--- config.mk ---
export PLATFORM = sky130hd
export DESIGN_NAME = profile_hmm_state_occupancy_core
export DESIGN_NICKNAME = d
export VERILOG_FILES = /design/src/hw/rtl/phmm_occ_pkg.sv /design/src/hw/rtl/phmm_occ_div.sv /design/src/hw/rtl/phmm_occ_dp.sv /design/src/hw/rtl/phmm_occ_ctrl.sv /design/src/hw/rtl/profile_hmm_state_occupancy_core.sv
export SDC_FILE = /design/constraint.sdc
export NUM_CORES = 2
export LEC_CHECK = 0
export BUFFER_PORTS_ARGS = -buffer_cell sky130_fd_sc_hd__buf_2
export CAP_MARGIN = 30
export CORE_MARGIN = 2
export CORE_UTILIZATION = 45
export CTS_CLUSTER_SIZE = 14
export DETAILED_ROUTE_END_ITERATION = 10
export GPL_TIMING_DRIVEN = 0
export MAX_ROUTING_LAYER = met4
export PLACE_DENSITY = 0.72
export REMOVE_ABC_BUFFERS = 1
export SETUP_SLACK_MARGIN = 0.05
export SLEW_MARGIN = 20
export SYNTH_ARGS = -nofsm -noshare
export SYNTH_HDL_FRONTEND = slang
export SYNTH_SLANG_ARGS = --single-unit
--- constraint.sdc ---
create_clock -name clk -period 18.6 [get_ports clk]
set_input_delay 3.72 -clock clk [delete_from_list [all_inputs] [get_ports clk]]
set_output_delay 3.72 -clock clk [all_outputs]
set_load 0.05 [all_outputs]
--- src/hw/rtl/phmm_occ_pkg.sv ---
// package for the profile-hmm state occupancy core
// fixed-point widths, controller codes and command/status structs
// no dependencies
package phmm_occ_pkg;

    localparam int FRAC_BITS = 15;
    localparam int P_W       = FRAC_BITS + 1;
    localparam int M_W       = P_W + 2;
    localparam int D_W       = P_W + 1;
    localparam int S_W       = M_W;
    localparam int PR_W      = M_W + P_W;
    localparam int Q_W       = P_W;
    localparam int N_W       = M_W + FRAC_BITS;
    localparam int DCNT_W    = $clog2(Q_W);

    localparam logic [P_W-1:0]  ONE_Q  = P_W'(1) << FRAC_BITS;
    localparam logic [PR_W-1:0] HALF_Q = PR_W'(1) << (FRAC_BITS - 1);
    localparam logic [DCNT_W-1:0] DCNT_LAST = DCNT_W'(Q_W - 1);

    localparam int CFG_ADDR_W = 2;
    localparam int CFG_DATA_W = 32;
    localparam logic [CFG_ADDR_W-1:0] ADDR_START_DELETE = CFG_ADDR_W'(0);

    typedef enum logic [2:0] {
        ST_IDLE,
        ST_MUL,
        ST_DIV_LOAD,
        ST_DIV,
        ST_DONE
    } ctrl_state_t;

    typedef enum logic [2:0] {
        MS_MM,
        MS_DM,
        MS_MD,
        MS_DD,
        MS_MI
    } mul_step_t;

    typedef struct packed {
        logic      load;
        logic      mul_en;
        mul_step_t mul_step;
        logic      div_start;
        logic      div_step;
        logic      commit;
    } dp_cmd_t;

    typedef struct packed {
        logic out_free;
    } dp_stat_t;

    function automatic logic [P_W-1:0] sat_one(input logic [P_W-1:0] v);
        return (v > ONE_Q) ? ONE_Q : v;
    endfunction

endpackage

--- src/hw/rtl/phmm_occ_div.sv ---
// restoring divider, one quotient bit per cycle while step is high, rounded q1.x quotient
// depends on phmm_occ_pkg
module phmm_occ_div (
    input  logic                        clk,
    input  logic                        start,
    input  logic                        step,
    input  logic [phmm_occ_pkg::M_W-1:0] num,
    input  logic [phmm_occ_pkg::S_W-1:0] sum,
    output logic [phmm_occ_pkg::Q_W-1:0] quo
);

    logic [phmm_occ_pkg::S_W-1:0] rem_reg, rem_next;
    logic [phmm_occ_pkg::Q_W-1:0] quo_reg, quo_next;
    logic [phmm_occ_pkg::S_W-1:0] sum_reg, sum_next;
    logic [phmm_occ_pkg::N_W-1:0] dividend;
    logic [phmm_occ_pkg::S_W:0]   trial;
    logic [phmm_occ_pkg::S_W:0]   diff;
    logic                         ge;

    always_comb
    begin
        dividend = {num, {phmm_occ_pkg::FRAC_BITS{1'b0}}}
                 + phmm_occ_pkg::N_W'(sum >> 1);
        trial    = {rem_reg, quo_reg[phmm_occ_pkg::Q_W-1]};
        ge       = trial >= {1'b0, sum_reg};
        diff     = trial - {1'b0, sum_reg};
        rem_next = rem_reg;
        quo_next = quo_reg;
        sum_next = sum_reg;
        if (start)
        begin
            rem_next = phmm_occ_pkg::S_W'(dividend[phmm_occ_pkg::N_W-1:phmm_occ_pkg::Q_W]);
            quo_next = dividend[phmm_occ_pkg::Q_W-1:0];
            sum_next = sum;
        end
        else if (step)
        begin
            rem_next = ge ? diff[phmm_occ_pkg::S_W-1:0] : trial[phmm_occ_pkg::S_W-1:0];
            quo_next = {quo_reg[phmm_occ_pkg::Q_W-2:0], ge};
        end
    end

    always_ff @(posedge clk)
    begin
        rem_reg <= rem_next;
        quo_reg <= quo_next;
        sum_reg <= sum_next;
    end

    assign quo = quo_reg;

endmodule

--- src/hw/rtl/phmm_occ_dp.sv ---
// datapath: operand capture, shared multiplier, two dividers, held state, result register
// depends on phmm_occ_pkg and phmm_occ_div
module phmm_occ_dp (
    input  logic                         clk,
    input  logic                         rst_n,
    input  phmm_occ_pkg::dp_cmd_t        cmd,
    output phmm_occ_pkg::dp_stat_t       stat,
    input  logic                         is_first,
    input  logic                         is_last,
    input  logic [phmm_occ_pkg::P_W-1:0] begin_prob,
    input  logic [phmm_occ_pkg::P_W-1:0] prev_match_to_match,
    input  logic [phmm_occ_pkg::P_W-1:0] prev_match_to_delete,
    input  logic [phmm_occ_pkg::P_W-1:0] prev_delete_to_match,
    input  logic [phmm_occ_pkg::P_W-1:0] prev_delete_to_delete,
    input  logic [phmm_occ_pkg::P_W-1:0] match_to_insert,
    input  logic [phmm_occ_pkg::P_W-1:0] start_delete,
    input  logic                         result_stall,
    output logic                         result_valid,
    output logic [phmm_occ_pkg::P_W-1:0] match_occupancy,
    output logic [phmm_occ_pkg::P_W-1:0] delete_occupancy,
    output logic [phmm_occ_pkg::P_W-1:0] insert_occupancy,
    output logic                         last_node
);

    localparam int P_W  = phmm_occ_pkg::P_W;
    localparam int M_W  = phmm_occ_pkg::M_W;
    localparam int D_W  = phmm_occ_pkg::D_W;
    localparam int PR_W = phmm_occ_pkg::PR_W;
    localparam int FB   = phmm_occ_pkg::FRAC_BITS;

    logic [P_W-1:0] begin_reg, mm_reg, md_reg, dm_reg, dd_reg, mi_reg;
    logic           first_reg, last_reg;
    logic [M_W-1:0] m_acc_reg, m_acc_next;
    logic [D_W-1:0] d_acc_reg, d_acc_next;
    logic [P_W-1:0] ins_reg, ins_next;

    logic [P_W-1:0] held_match_reg, held_delete_reg, held_insert_reg;

    logic           res_valid_reg, res_valid_next;
    logic [P_W-1:0] res_match_reg, res_delete_reg, res_insert_reg;
    logic           res_last_reg;

    logic [M_W-1:0]  mul_a;
    logic [P_W-1:0]  mul_b;
    logic [PR_W-1:0] prod, prod_rnd;
    logic [PR_W-FB-1:0] rnd;

    logic [M_W-1:0] div_sum;
    logic [P_W-1:0] quo_m, quo_d;
    logic           sum_zero;
    logic [P_W-1:0] m_out, d_out;

    always_comb
    begin
        mul_a = '0;
        mul_b = '0;
        case (cmd.mul_step)
            phmm_occ_pkg::MS_MM:
            begin
                mul_a = M_W'(held_match_reg);
                mul_b = mm_reg;
            end
            phmm_occ_pkg::MS_DM:
            begin
                mul_a = M_W'(held_delete_reg);
                mul_b = dm_reg;
            end
            phmm_occ_pkg::MS_MD:
            begin
                mul_a = M_W'(held_match_reg);
                mul_b = md_reg;
            end
            phmm_occ_pkg::MS_DD:
            begin
                mul_a = M_W'(held_delete_reg);
                mul_b = dd_reg;
            end
            phmm_occ_pkg::MS_MI:
            begin
                mul_a = m_acc_reg;
                mul_b = mi_reg;
            end
            default:
            begin
                mul_a = '0;
                mul_b = '0;
            end
        endcase
        prod     = PR_W'(mul_a) * PR_W'(mul_b);
        prod_rnd = prod + phmm_occ_pkg::HALF_Q;
        rnd      = prod_rnd[PR_W-1:FB];
    end

    always_comb
    begin
        m_acc_next = m_acc_reg;
        d_acc_next = d_acc_reg;
        ins_next   = ins_reg;
        if (cmd.load)
        begin
            m_acc_next = is_first
                       ? M_W'(phmm_occ_pkg::sat_one(begin_prob))
                       : M_W'(held_insert_reg) + M_W'(phmm_occ_pkg::sat_one(begin_prob));
            d_acc_next = '0;
        end
        else if (cmd.mul_en)
        begin
            case (cmd.mul_step)
                phmm_occ_pkg::MS_MM, phmm_occ_pkg::MS_DM:
                    m_acc_next = m_acc_reg + rnd[M_W-1:0];
                phmm_occ_pkg::MS_MD, phmm_occ_pkg::MS_DD:
                    d_acc_next = d_acc_reg + rnd[D_W-1:0];
                phmm_occ_pkg::MS_MI:
                    ins_next = last_reg ? '0
                             : ((rnd > (PR_W-FB)'(phmm_occ_pkg::ONE_Q))
                                ? phmm_occ_pkg::ONE_Q : rnd[P_W-1:0]);
                default:
                    ins_next = ins_reg;
            endcase
        end
    end

    always_ff @(posedge clk)
    begin
        if (cmd.load)
        begin
            begin_reg <= phmm_occ_pkg::sat_one(begin_prob);
            mm_reg    <= phmm_occ_pkg::sat_one(prev_match_to_match);
            md_reg    <= phmm_occ_pkg::sat_one(prev_match_to_delete);
            dm_reg    <= phmm_occ_pkg::sat_one(prev_delete_to_match);
            dd_reg    <= phmm_occ_pkg::sat_one(prev_delete_to_delete);
            mi_reg    <= phmm_occ_pkg::sat_one(match_to_insert);
            first_reg <= is_first;
            last_reg  <= is_last;
        end
        m_acc_reg <= m_acc_next;
        d_acc_reg <= d_acc_next;
        ins_reg   <= ins_next;
    end

    assign div_sum  = m_acc_reg + M_W'(d_acc_reg);
    assign sum_zero = (m_acc_reg == '0) && (d_acc_reg == '0);

    phmm_occ_div u_div_match (
        .clk   (clk),
        .start (cmd.div_start),
        .step  (cmd.div_step),
        .num   (m_acc_reg),
        .sum   (div_sum),
        .quo   (quo_m)
    );

    phmm_occ_div u_div_delete (
        .clk   (clk),
        .start (cmd.div_start),
        .step  (cmd.div_step),
        .num   (M_W'(d_acc_reg)),
        .sum   (div_sum),
        .quo   (quo_d)
    );

    always_comb
    begin
        if (first_reg)
        begin
            m_out = begin_reg;
            d_out = phmm_occ_pkg::sat_one(start_delete);
        end
        else if (sum_zero)
        begin
            m_out = '0;
            d_out = '0;
        end
        else
        begin
            m_out = phmm_occ_pkg::sat_one(quo_m);
            d_out = phmm_occ_pkg::sat_one(quo_d);
        end
    end

    always_comb
    begin
        res_valid_next = res_valid_reg;
        if (cmd.commit)
            res_valid_next = 1'b1;
        else if (res_valid_reg && !result_stall)
            res_valid_next = 1'b0;
    end

    always_ff @(posedge clk or negedge rst_n)
    begin
        if (!rst_n)
        begin
            res_valid_reg   <= 1'b0;
            held_match_reg  <= '0;
            held_delete_reg <= '0;
            held_insert_reg <= '0;
        end
        else
        begin
            res_valid_reg <= res_valid_next;
            if (cmd.commit)
            begin
                held_match_reg  <= m_out;
                held_delete_reg <= d_out;
                held_insert_reg <= ins_reg;
            end
        end
    end

    always_ff @(posedge clk)
    begin
        if (cmd.commit)
        begin
            res_match_reg  <= m_out;
            res_delete_reg <= d_out;
            res_insert_reg <= ins_reg;
            res_last_reg   <= last_reg;
        end
    end

    assign stat.out_free    = !res_valid_reg || !result_stall;
    assign result_valid     = res_valid_reg;
    assign match_occupancy  = res_match_reg;
    assign delete_occupancy = res_delete_reg;
    assign insert_occupancy = res_insert_reg;
    assign last_node        = res_last_reg;

endmodule

--- src/hw/rtl/phmm_occ_ctrl.sv ---
// controller: sequences capture, multiply steps, division and result commit
// depends on phmm_occ_pkg
module phmm_occ_ctrl (
    input  logic                   clk,
    input  logic                   rst_n,
    input  logic                   item_valid,
    input  logic                   is_first,
    output logic                   item_stall,
    input  phmm_occ_pkg::dp_stat_t stat,
    output phmm_occ_pkg::dp_cmd_t  cmd
);

    phmm_occ_pkg::ctrl_state_t state_reg, state_next;
    phmm_occ_pkg::mul_step_t   step_reg, step_next;
    logic [phmm_occ_pkg::DCNT_W-1:0] dcnt_reg, dcnt_next;
    logic                      first_reg, first_next;

    always_ff @(posedge clk or negedge rst_n)
    begin
        if (!rst_n)
        begin
            state_reg <= phmm_occ_pkg::ST_IDLE;
            step_reg  <= phmm_occ_pkg::MS_MM;
            dcnt_reg  <= '0;
            first_reg <= 1'b0;
        end
        else
        begin
            state_reg <= state_next;
            step_reg  <= step_next;
            dcnt_reg  <= dcnt_next;
            first_reg <= first_next;
        end
    end

    always_comb
    begin
        state_next    = state_reg;
        step_next     = step_reg;
        dcnt_next     = dcnt_reg;
        first_next    = first_reg;
        item_stall    = 1'b1;
        cmd           = '0;
        cmd.mul_step  = step_reg;
        case (state_reg)
            phmm_occ_pkg::ST_IDLE:
            begin
                item_stall = 1'b0;
                if (item_valid)
                begin
                    cmd.load   = 1'b1;
                    first_next = is_first;
                    step_next  = is_first ? phmm_occ_pkg::MS_MI : phmm_occ_pkg::MS_MM;
                    state_next = phmm_occ_pkg::ST_MUL;
                end
            end
            phmm_occ_pkg::ST_MUL:
            begin
                cmd.mul_en = 1'b1;
                if (step_reg == phmm_occ_pkg::MS_MI)
                    state_next = first_reg ? phmm_occ_pkg::ST_DONE
                                           : phmm_occ_pkg::ST_DIV_LOAD;
                else
                    step_next = phmm_occ_pkg::mul_step_t'(step_reg + 3'd1);
            end
            phmm_occ_pkg::ST_DIV_LOAD:
            begin
                cmd.div_start = 1'b1;
                dcnt_next     = '0;
                state_next    = phmm_occ_pkg::ST_DIV;
            end
            phmm_occ_pkg::ST_DIV:
            begin
                cmd.div_step = 1'b1;
                dcnt_next    = dcnt_reg + 1'b1;
                if (dcnt_reg == phmm_occ_pkg::DCNT_LAST)
                    state_next = phmm_occ_pkg::ST_DONE;
            end
            phmm_occ_pkg::ST_DONE:
            begin
                if (stat.out_free)
                begin
                    cmd.commit = 1'b1;
                    state_next = phmm_occ_pkg::ST_IDLE;
                end
            end
            default:
            begin
                state_next = phmm_occ_pkg::ST_IDLE;
            end
        endcase
    end

endmodule

--- src/hw/rtl/profile_hmm_state_occupancy_core.sv ---
// profile-hmm state occupancy core: one node per transfer, one result per node
// path: node one goes from capture through the insert multiply step to commit; later nodes run
// five shared multiply steps, a divider load, then the two bit-serial dividers in parallel
// one node in flight at a time: the next is taken after commit, which waits on a full result register
// reset: asynchronous active-low, clears control, held occupancies and start_delete_prob
// depends on phmm_occ_pkg, phmm_occ_ctrl, phmm_occ_dp
module profile_hmm_state_occupancy_core (
    input  logic                                clk,
    input  logic                                rst_n,
    input  logic                                psel,
    input  logic                                penable,
    input  logic                                pwrite,
    input  logic [phmm_occ_pkg::CFG_ADDR_W-1:0] paddr,
    input  logic [phmm_occ_pkg::CFG_DATA_W-1:0] pwdata,
    output logic [phmm_occ_pkg::CFG_DATA_W-1:0] prdata,
    output logic                                pready,
    input  logic                                item_valid,
    output logic                                item_stall,
    input  logic                                is_first,
    input  logic                                is_last,
    input  logic [phmm_occ_pkg::P_W-1:0]        begin_prob,
    input  logic [phmm_occ_pkg::P_W-1:0]        prev_match_to_match,
    input  logic [phmm_occ_pkg::P_W-1:0]        prev_match_to_delete,
    input  logic [phmm_occ_pkg::P_W-1:0]        prev_delete_to_match,
    input  logic [phmm_occ_pkg::P_W-1:0]        prev_delete_to_delete,
    input  logic [phmm_occ_pkg::P_W-1:0]        match_to_insert,
    output logic                                result_valid,
    input  logic                                result_stall,
    output logic [phmm_occ_pkg::P_W-1:0]        match_occupancy,
    output logic [phmm_occ_pkg::P_W-1:0]        delete_occupancy,
    output logic [phmm_occ_pkg::P_W-1:0]        insert_occupancy,
    output logic                                last_node
);

    phmm_occ_pkg::dp_cmd_t  cmd;
    phmm_occ_pkg::dp_stat_t stat;

    logic [phmm_occ_pkg::P_W-1:0] start_delete_reg, start_delete_next;
    logic                         cfg_wr;

    assign pready = 1'b1;
    assign cfg_wr = psel && penable && pwrite && pready
                 && (paddr == phmm_occ_pkg::ADDR_START_DELETE);

    always_comb
    begin
        start_delete_next = start_delete_reg;
        if (cfg_wr)
            start_delete_next = pwdata[phmm_occ_pkg::P_W-1:0];
    end

    always_ff @(posedge clk or negedge rst_n)
    begin
        if (!rst_n)
            start_delete_reg <= '0;
        else
            start_delete_reg <= start_delete_next;
    end

    assign prdata = (paddr == phmm_occ_pkg::ADDR_START_DELETE)
                  ? phmm_occ_pkg::CFG_DATA_W'(start_delete_reg) : '0;

    phmm_occ_ctrl u_ctrl (
        .clk        (clk),
        .rst_n      (rst_n),
        .item_valid (item_valid),
        .is_first   (is_first),
        .item_stall (item_stall),
        .stat       (stat),
        .cmd        (cmd)
    );

    phmm_occ_dp u_dp (
        .clk                   (clk),
        .rst_n                 (rst_n),
        .cmd                   (cmd),
        .stat                  (stat),
        .is_first              (is_first),
        .is_last               (is_last),
        .begin_prob            (begin_prob),
        .prev_match_to_match   (prev_match_to_match),
        .prev_match_to_delete  (prev_match_to_delete),
        .prev_delete_to_match  (prev_delete_to_match),
        .prev_delete_to_delete (prev_delete_to_delete),
        .match_to_insert       (match_to_insert),
        .start_delete          (start_delete_reg),
        .result_stall          (result_stall),
        .result_valid          (result_valid),
        .match_occupancy       (match_occupancy),
        .delete_occupancy      (delete_occupancy),
        .insert_occupancy      (insert_occupancy),
        .last_node             (last_node)
    );

endmodule

# == Word level (Yosys, flattened, before mapping) ==
# Cells that the tools add are included.
# totals
register_bits,360
elab_cells,148
inputBits,139
# classes
addsub,11
order_cmp,12
n_reduce_logical,30
multipliers,1
bitwise,1
mux,47
eq_ne,14
# ops
op,n
16-bit two-way mux,14
16-bit greater-than comparator (second input constant),9
18-bit two-way mux,6
16-bit one-hot mux with 5 select lines,1
17-bit two-way mux,4
18-bit one-hot mux with 3 select lines,1
19-bit by 18-bit >= comparator with 1-bit output,2
18-bit subtractor,2
34-bit by 15-bit adder with 34-bit output (second input constant),1
18-bit by 16-bit multiplier with 34-bit output,1
32-bit by 17-bit adder with 33-bit output,1
33-bit by 17-bit adder with 33-bit output,1
3-bit two-way mux,8
19-bit by 16-bit greater-than comparator with 1-bit output (second input constant),1
18-bit by 17-bit adder with 18-bit output,1
18-bit adder,1
18-bit zero test,1
16-bit by 16-bit adder with 17-bit output,1
17-bit adder,1
17-bit zero test,1
3-bit one-hot mux with 5 select lines,1
3-bit by 2-bit == test with 1-bit output (second input constant),4
2-bit nonzero test,6
1-bit two-way mux,10
19 further kinds,37

# == Logic depth before layout (Yosys ltp) ==
# depth
word_depth,9
ltp_mapped,45

# == Modules after synthesis ==
# From an unflattened synthesis, not the netlist that was laid out.
# unflattened
hier_cells,3172
area_unflattened_um2,31806.8
# by_module_without_submodules
mod,seq_area_each_um2,cells_per_inst,area_each_um2,n_inst
phmm_occ_dp,7001.7,2350,23074.6,1
phmm_occ_div at u_dp.u_div_match,1551.5,349,3652.3,1
phmm_occ_div at u_dp.u_div_delete,1551.5,328,3487.1,1
profile_hmm_state_occupancy_core,400.4,72,910.9,1
phmm_occ_ctrl,275.3,73,681.9,1

# == Worst setup path after synthesis ==
# No wires, ideal clock.
# synth_timing
kind,reg2reg
startpoint,reg u_ctrl.step_reg[2]
endpoint,"reg u_dp.m_acc_reg[16], data pin"
stages_incl_launch_ff,40
synth_period_minus_slack_ns,9.524
slack_ns,9.076
t_arrival_ns,9.251
setup_ns,0.273
path_buffers,5
path_cell_list,dfrtp_1 > buf_4 > clkbuf_1 > inv_1 > ha_1 > clkbuf_1 > clkbuf_1 > a222oi_1 > o21ai_0 > nand2_1 > clkbuf_1 > nor2_1 > fa_1 > inv_1 > fa_1 > fa_1 > fa_1 > inv_1 > [4 not listed] > o211ai_1 > a2111oi_0 > nand4b_1 > and3_1 > nor2_1 > a21oi_1 > o21bai_1 > xnor2_1 > inv_1 > ha_1 > a2111oi_0 > a21oi_1 > nor3_1 > nor2_1 > o41ai_1 > o21ai_0 > xnor2_1 > o32ai_1
# synth_between
elab_chain_cells,9
elab_cells_between_ends,15
# synth_rtl
item,line_no,rtl
start: declaration,phmm_occ_ctrl.sv:14,"phmm_occ_pkg::mul_step_t step_reg, step_next;"
start signal: assignment,phmm_occ_ctrl.sv:23,step_reg <= phmm_occ_pkg::MS_MM;
start signal: assignment,phmm_occ_ctrl.sv:30,step_reg <= step_next;
"3-bit by 1-bit == test with 1-bit output, or another cell as far along",phmm_occ_dp.sv:57,case (cmd.mul_step)
2-bit OR reduction (no source line),n/a,
18-bit one-hot mux with 3 select lines,phmm_occ_dp.sv:57,
18-bit by 16-bit multiplier with 34-bit output (*),phmm_occ_dp.sv:89,prod = PR_W'(mul_a) * PR_W'(mul_b);
34-bit by 15-bit adder with 34-bit output (*),phmm_occ_dp.sv:90,prod_rnd = prod + phmm_occ_pkg::HALF_Q;
named net u_dp.prod_rnd[22],phmm_occ_dp.sv:45,"logic [PR_W-1:0] prod, prod_rnd;"
18-bit adder (*),phmm_occ_dp.sv:110,m_acc_next = m_acc_reg + rnd[M_W-1:0];
18-bit two-way mux (*),phmm_occ_dp.sv:108,case (cmd.mul_step)
18-bit two-way mux (*),phmm_occ_dp.sv:106,else if (cmd.mul_en)
18-bit two-way mux (*),phmm_occ_dp.sv:99,if (cmd.load)
named net u_dp.m_acc_next[16],phmm_occ_dp.sv:33,"logic [M_W-1:0] m_acc_reg, m_acc_next;"
end signal: assignment,phmm_occ_dp.sv:136,m_acc_reg <= m_acc_next;
end: declaration,phmm_occ_dp.sv:33,
# The timed path passes the listed nets; every way through them passes the cells marked *. The select of a mux whose other input is x is not followed.
# A chain may end at the register's enable or synchronous reset.

# == Final worst setup path ==
# Same ends and word-level chain as after synthesis.

==> metrics.csv <==
metric,value,unit
outcome,finished clean,
setup.worst_path.start_class,flip-flop,
grt.total_usage,26.8,%
core_area,65900,µm²
setup_tns,0,ps
multi_input_area,18000,µm²
min_delay_path_depth,0,
end_kind,flip-flop,
numPortBuffers,189,
clk_latency,600,ps
post-route-drc-count,0,
cts_tree,done,
hold_viol_final,0,
slew_headroom,29.6,%
worst_slew_pin_slew,1040,ps
postSynthAreaPerCell,9.50,µm²
min_path_type,reg2reg,
num_rows,94,
wirelength,88500,µm
drtIter0Drc,2522,
critPathMaxStageDelay,890,ps
criticalPathCategory,reg2reg,
cts_htree_levels,2,
setup_viol,0,
vias_per_cell,5.78,
nets,3880,
synth_top_area_share,26.6,%
r2r-end,u_dp.m_acc_reg[16]$_DFFE_PP_,
die_x,262,µm
ys.flop_type,edfxtp_1,
grt_pass1_vias,23500,
start_util,45.5,%
slowest_stage,dfrtp_2,
drtAntennaViolNets,0,
clk_pin_slew,60,ps
whs,458,ps
grt_antenna_before_repair,4,
fmax,82.0,MHz
crit-reg2reg-launch,u_ctrl.step_reg[2]$_DFFE_PN0P_,
rrSetupSlack,6410,ps
syn_inst,3152,
placedCellCount,4099,
layout-drive-gt1-share,9.75,%
dieArea,68600,µm²
worstHoldStart,u_dp.ins_reg[5]$_SDFFCE_PP0P_,
globalplace.congestion,0.988,
rr_worst_depth,35,
rsz0062_at_grt,no,
dr.pass1.iters,6,
vias,24200,
synthTopCellsByArea,"edfxtp_1, fa_1, ha_1",
die_y,262,µm
utilization,50.3,%
period_minus_slack,12190,ps
dp_hpwl,69400,µm
drv_slew,0,
crit_path_max_fanout,38,
period_share,65.5,%
syn_area,29900,µm²
yosys_warnings,0,
holdBufCountCts,0,
ys_async_sr_fraction,21.1,%
ys_seq_area_share,34.2,%
fill_cells,6077,
clock-sinks,360,
grt_max_degree,84,
ioPinCount,223,
yosysUniqueCellTypes,82,
cts_resized,0,
wl_per_cell,21.2,µm
clock_skew,39.9,ps
postCtsSetupBuffers,0,
post-synth-top-area-cell,edfxtp_1,
worstPathRequired,18890,ps
grt.overflow.total,0,
area_growth,10.7,%
ys_ff_latch,360,
final_cells,4182,
grt_pass1_wl,136000,µm
clk_path_buf_depth,3,
synth_edf_count,265,
hold_path_end,u_dp.insert_occupancy[5]$_DFFE_PP_,
ff_latch_area,10200,µm²
drv_cap,0,
crit_top_cell,fa_1,
clockRootBuffer,clkbuf_16,
numCtsBuffers,40,
crit_arrival,12480,ps
==> Yosys cell counts, types with 7 or more instances <==
cell type  number
a211oi_1       27
a21boi_0       10
a21o_1         46
a21oi_1       132
a222oi_1       15
a22o_1         33
a22oi_1        34
a31oi_1        10
a41oi_1        10
and2_1         56
and3_1         25
buf_1           7
buf_4          18
clkbuf_1      106
dfrtp_1        76
dfxtp_1        19
edfxtp_1      265
fa_1          230
ha_1          229
inv_1         332
mux2_2         18
mux2i_1        13
nand2_1       463
nand2b_1       22
nand3_1        36
nand4_1        23
nor2_1        305
nor2b_1       113
nor3_1         47
nor4_1         43
o211ai_1       11
o21a_1         29
o21ai_0        98
o21bai_1       10
o31ai_1        12
or3_1          12
xnor2_1        82
xor2_1         36
==> per-layer routing <==
metal	GRT usage [%]	share of wire, %	up-vias
met5	-	0	-
met4	9.31	3.7	0
met1	36.7	42	11900
met3	3.98	9.0	191
li1	-	-	11000
met2	40.7	45	1116
==> area by class of cell <==
type                    count  share of cell area (%)
clock inverters            22                   0.732
flip-flops and latches    360                    30.9
clock buffers              52                    3.22
multi-input cells        2334                    54.2
diodes                      4                  0.0302
repair buffers            212                    3.80
well taps                 864                    3.26
inverters                 334                    3.83
==> cells in the final DEF (no fill, tap or decap), drive strengths merged, types with 28 or more instances in the layout <==
master,synthesis,final
a21o,46,46
edfxtp,265,265
o21a,29,29
dfrtp,76,76
a22oi,34,34
clkbuf,107,53
inv,333,333
nor2b,114,114
xnor2,82,82
fa,230,230
and2,57,57
a22o,33,33
nand2,463,463
xor2,36,36
o21ai,103,103
ha,229,229
nor4,44,44
nor3,47,47
a21oi,132,132
nand3,36,36
a211oi,28,28
buf,32,211
nor2,305,305
==> metrics by stage <==
step                      area (µm²)  setup WS, ps
after floorplan                29400          8860
after global placement         31400          5540
after detailed placement       31800          6770
after CTS                      33100          6650
after global routing           33100          5880
final                          33100          6410
==> kinds of logic (layout without fill, tap and decap cells) <==
logic type,Yosys count,count (layout),share of synthesized area (%)
flip-flops,360,360,34.2
AO/OA/AOI/OAI,539,539,12.1
adder cells (fa/ha/maj),459,459,24.9
AND/OR/NAND/NOR,1169,1169,17.9
buffers and inverters,473,620,6.21
multiplexers,32,32,1.16
other,2,21,0.0251
XOR/XNOR,118,118,3.45
==> critical path, delay by kind of cell (launching register included) <==
kind / cells / cell delay, ps
AOI/OAI and AO/OA: 12 / 3540
xor gates and xnor gates: 2 / 930
adders and majority gates: 9 / 4350
buffers and inverters: 4 / 570
DFF: 1 / 890
and+or+nand+nor: 8 / 1610
==> worst max path at each step <==
stage / startpoint / end / slack (ps)
floorplan: u_ctrl.step_reg[1]$_DFFE_PN0P_ / u_dp.m_acc_reg[16]$_DFFE_PP_ / 8860
global placement: u_ctrl.step_reg[1]$_DFFE_PN0P_ / u_dp.m_acc_reg[16]$_DFFE_PP_ / 5540
detailed placement: u_ctrl.step_reg[2]$_DFFE_PN0P_ / u_dp.m_acc_reg[16]$_DFFE_PP_ / 6770
CTS: u_ctrl.step_reg[2]$_DFFE_PN0P_ / u_dp.m_acc_reg[16]$_DFFE_PP_ / 6650
global route: u_ctrl.step_reg[2]$_DFFE_PN0P_ / u_dp.m_acc_reg[16]$_DFFE_PP_ / 5880
finish: u_ctrl.step_reg[2]$_DFFE_PN0P_ / u_dp.m_acc_reg[16]$_DFFE_PP_ / 6410
Power is not shown: default switching activity piles up to over one toggle a cycle in this logic, so the estimate is an artifact.
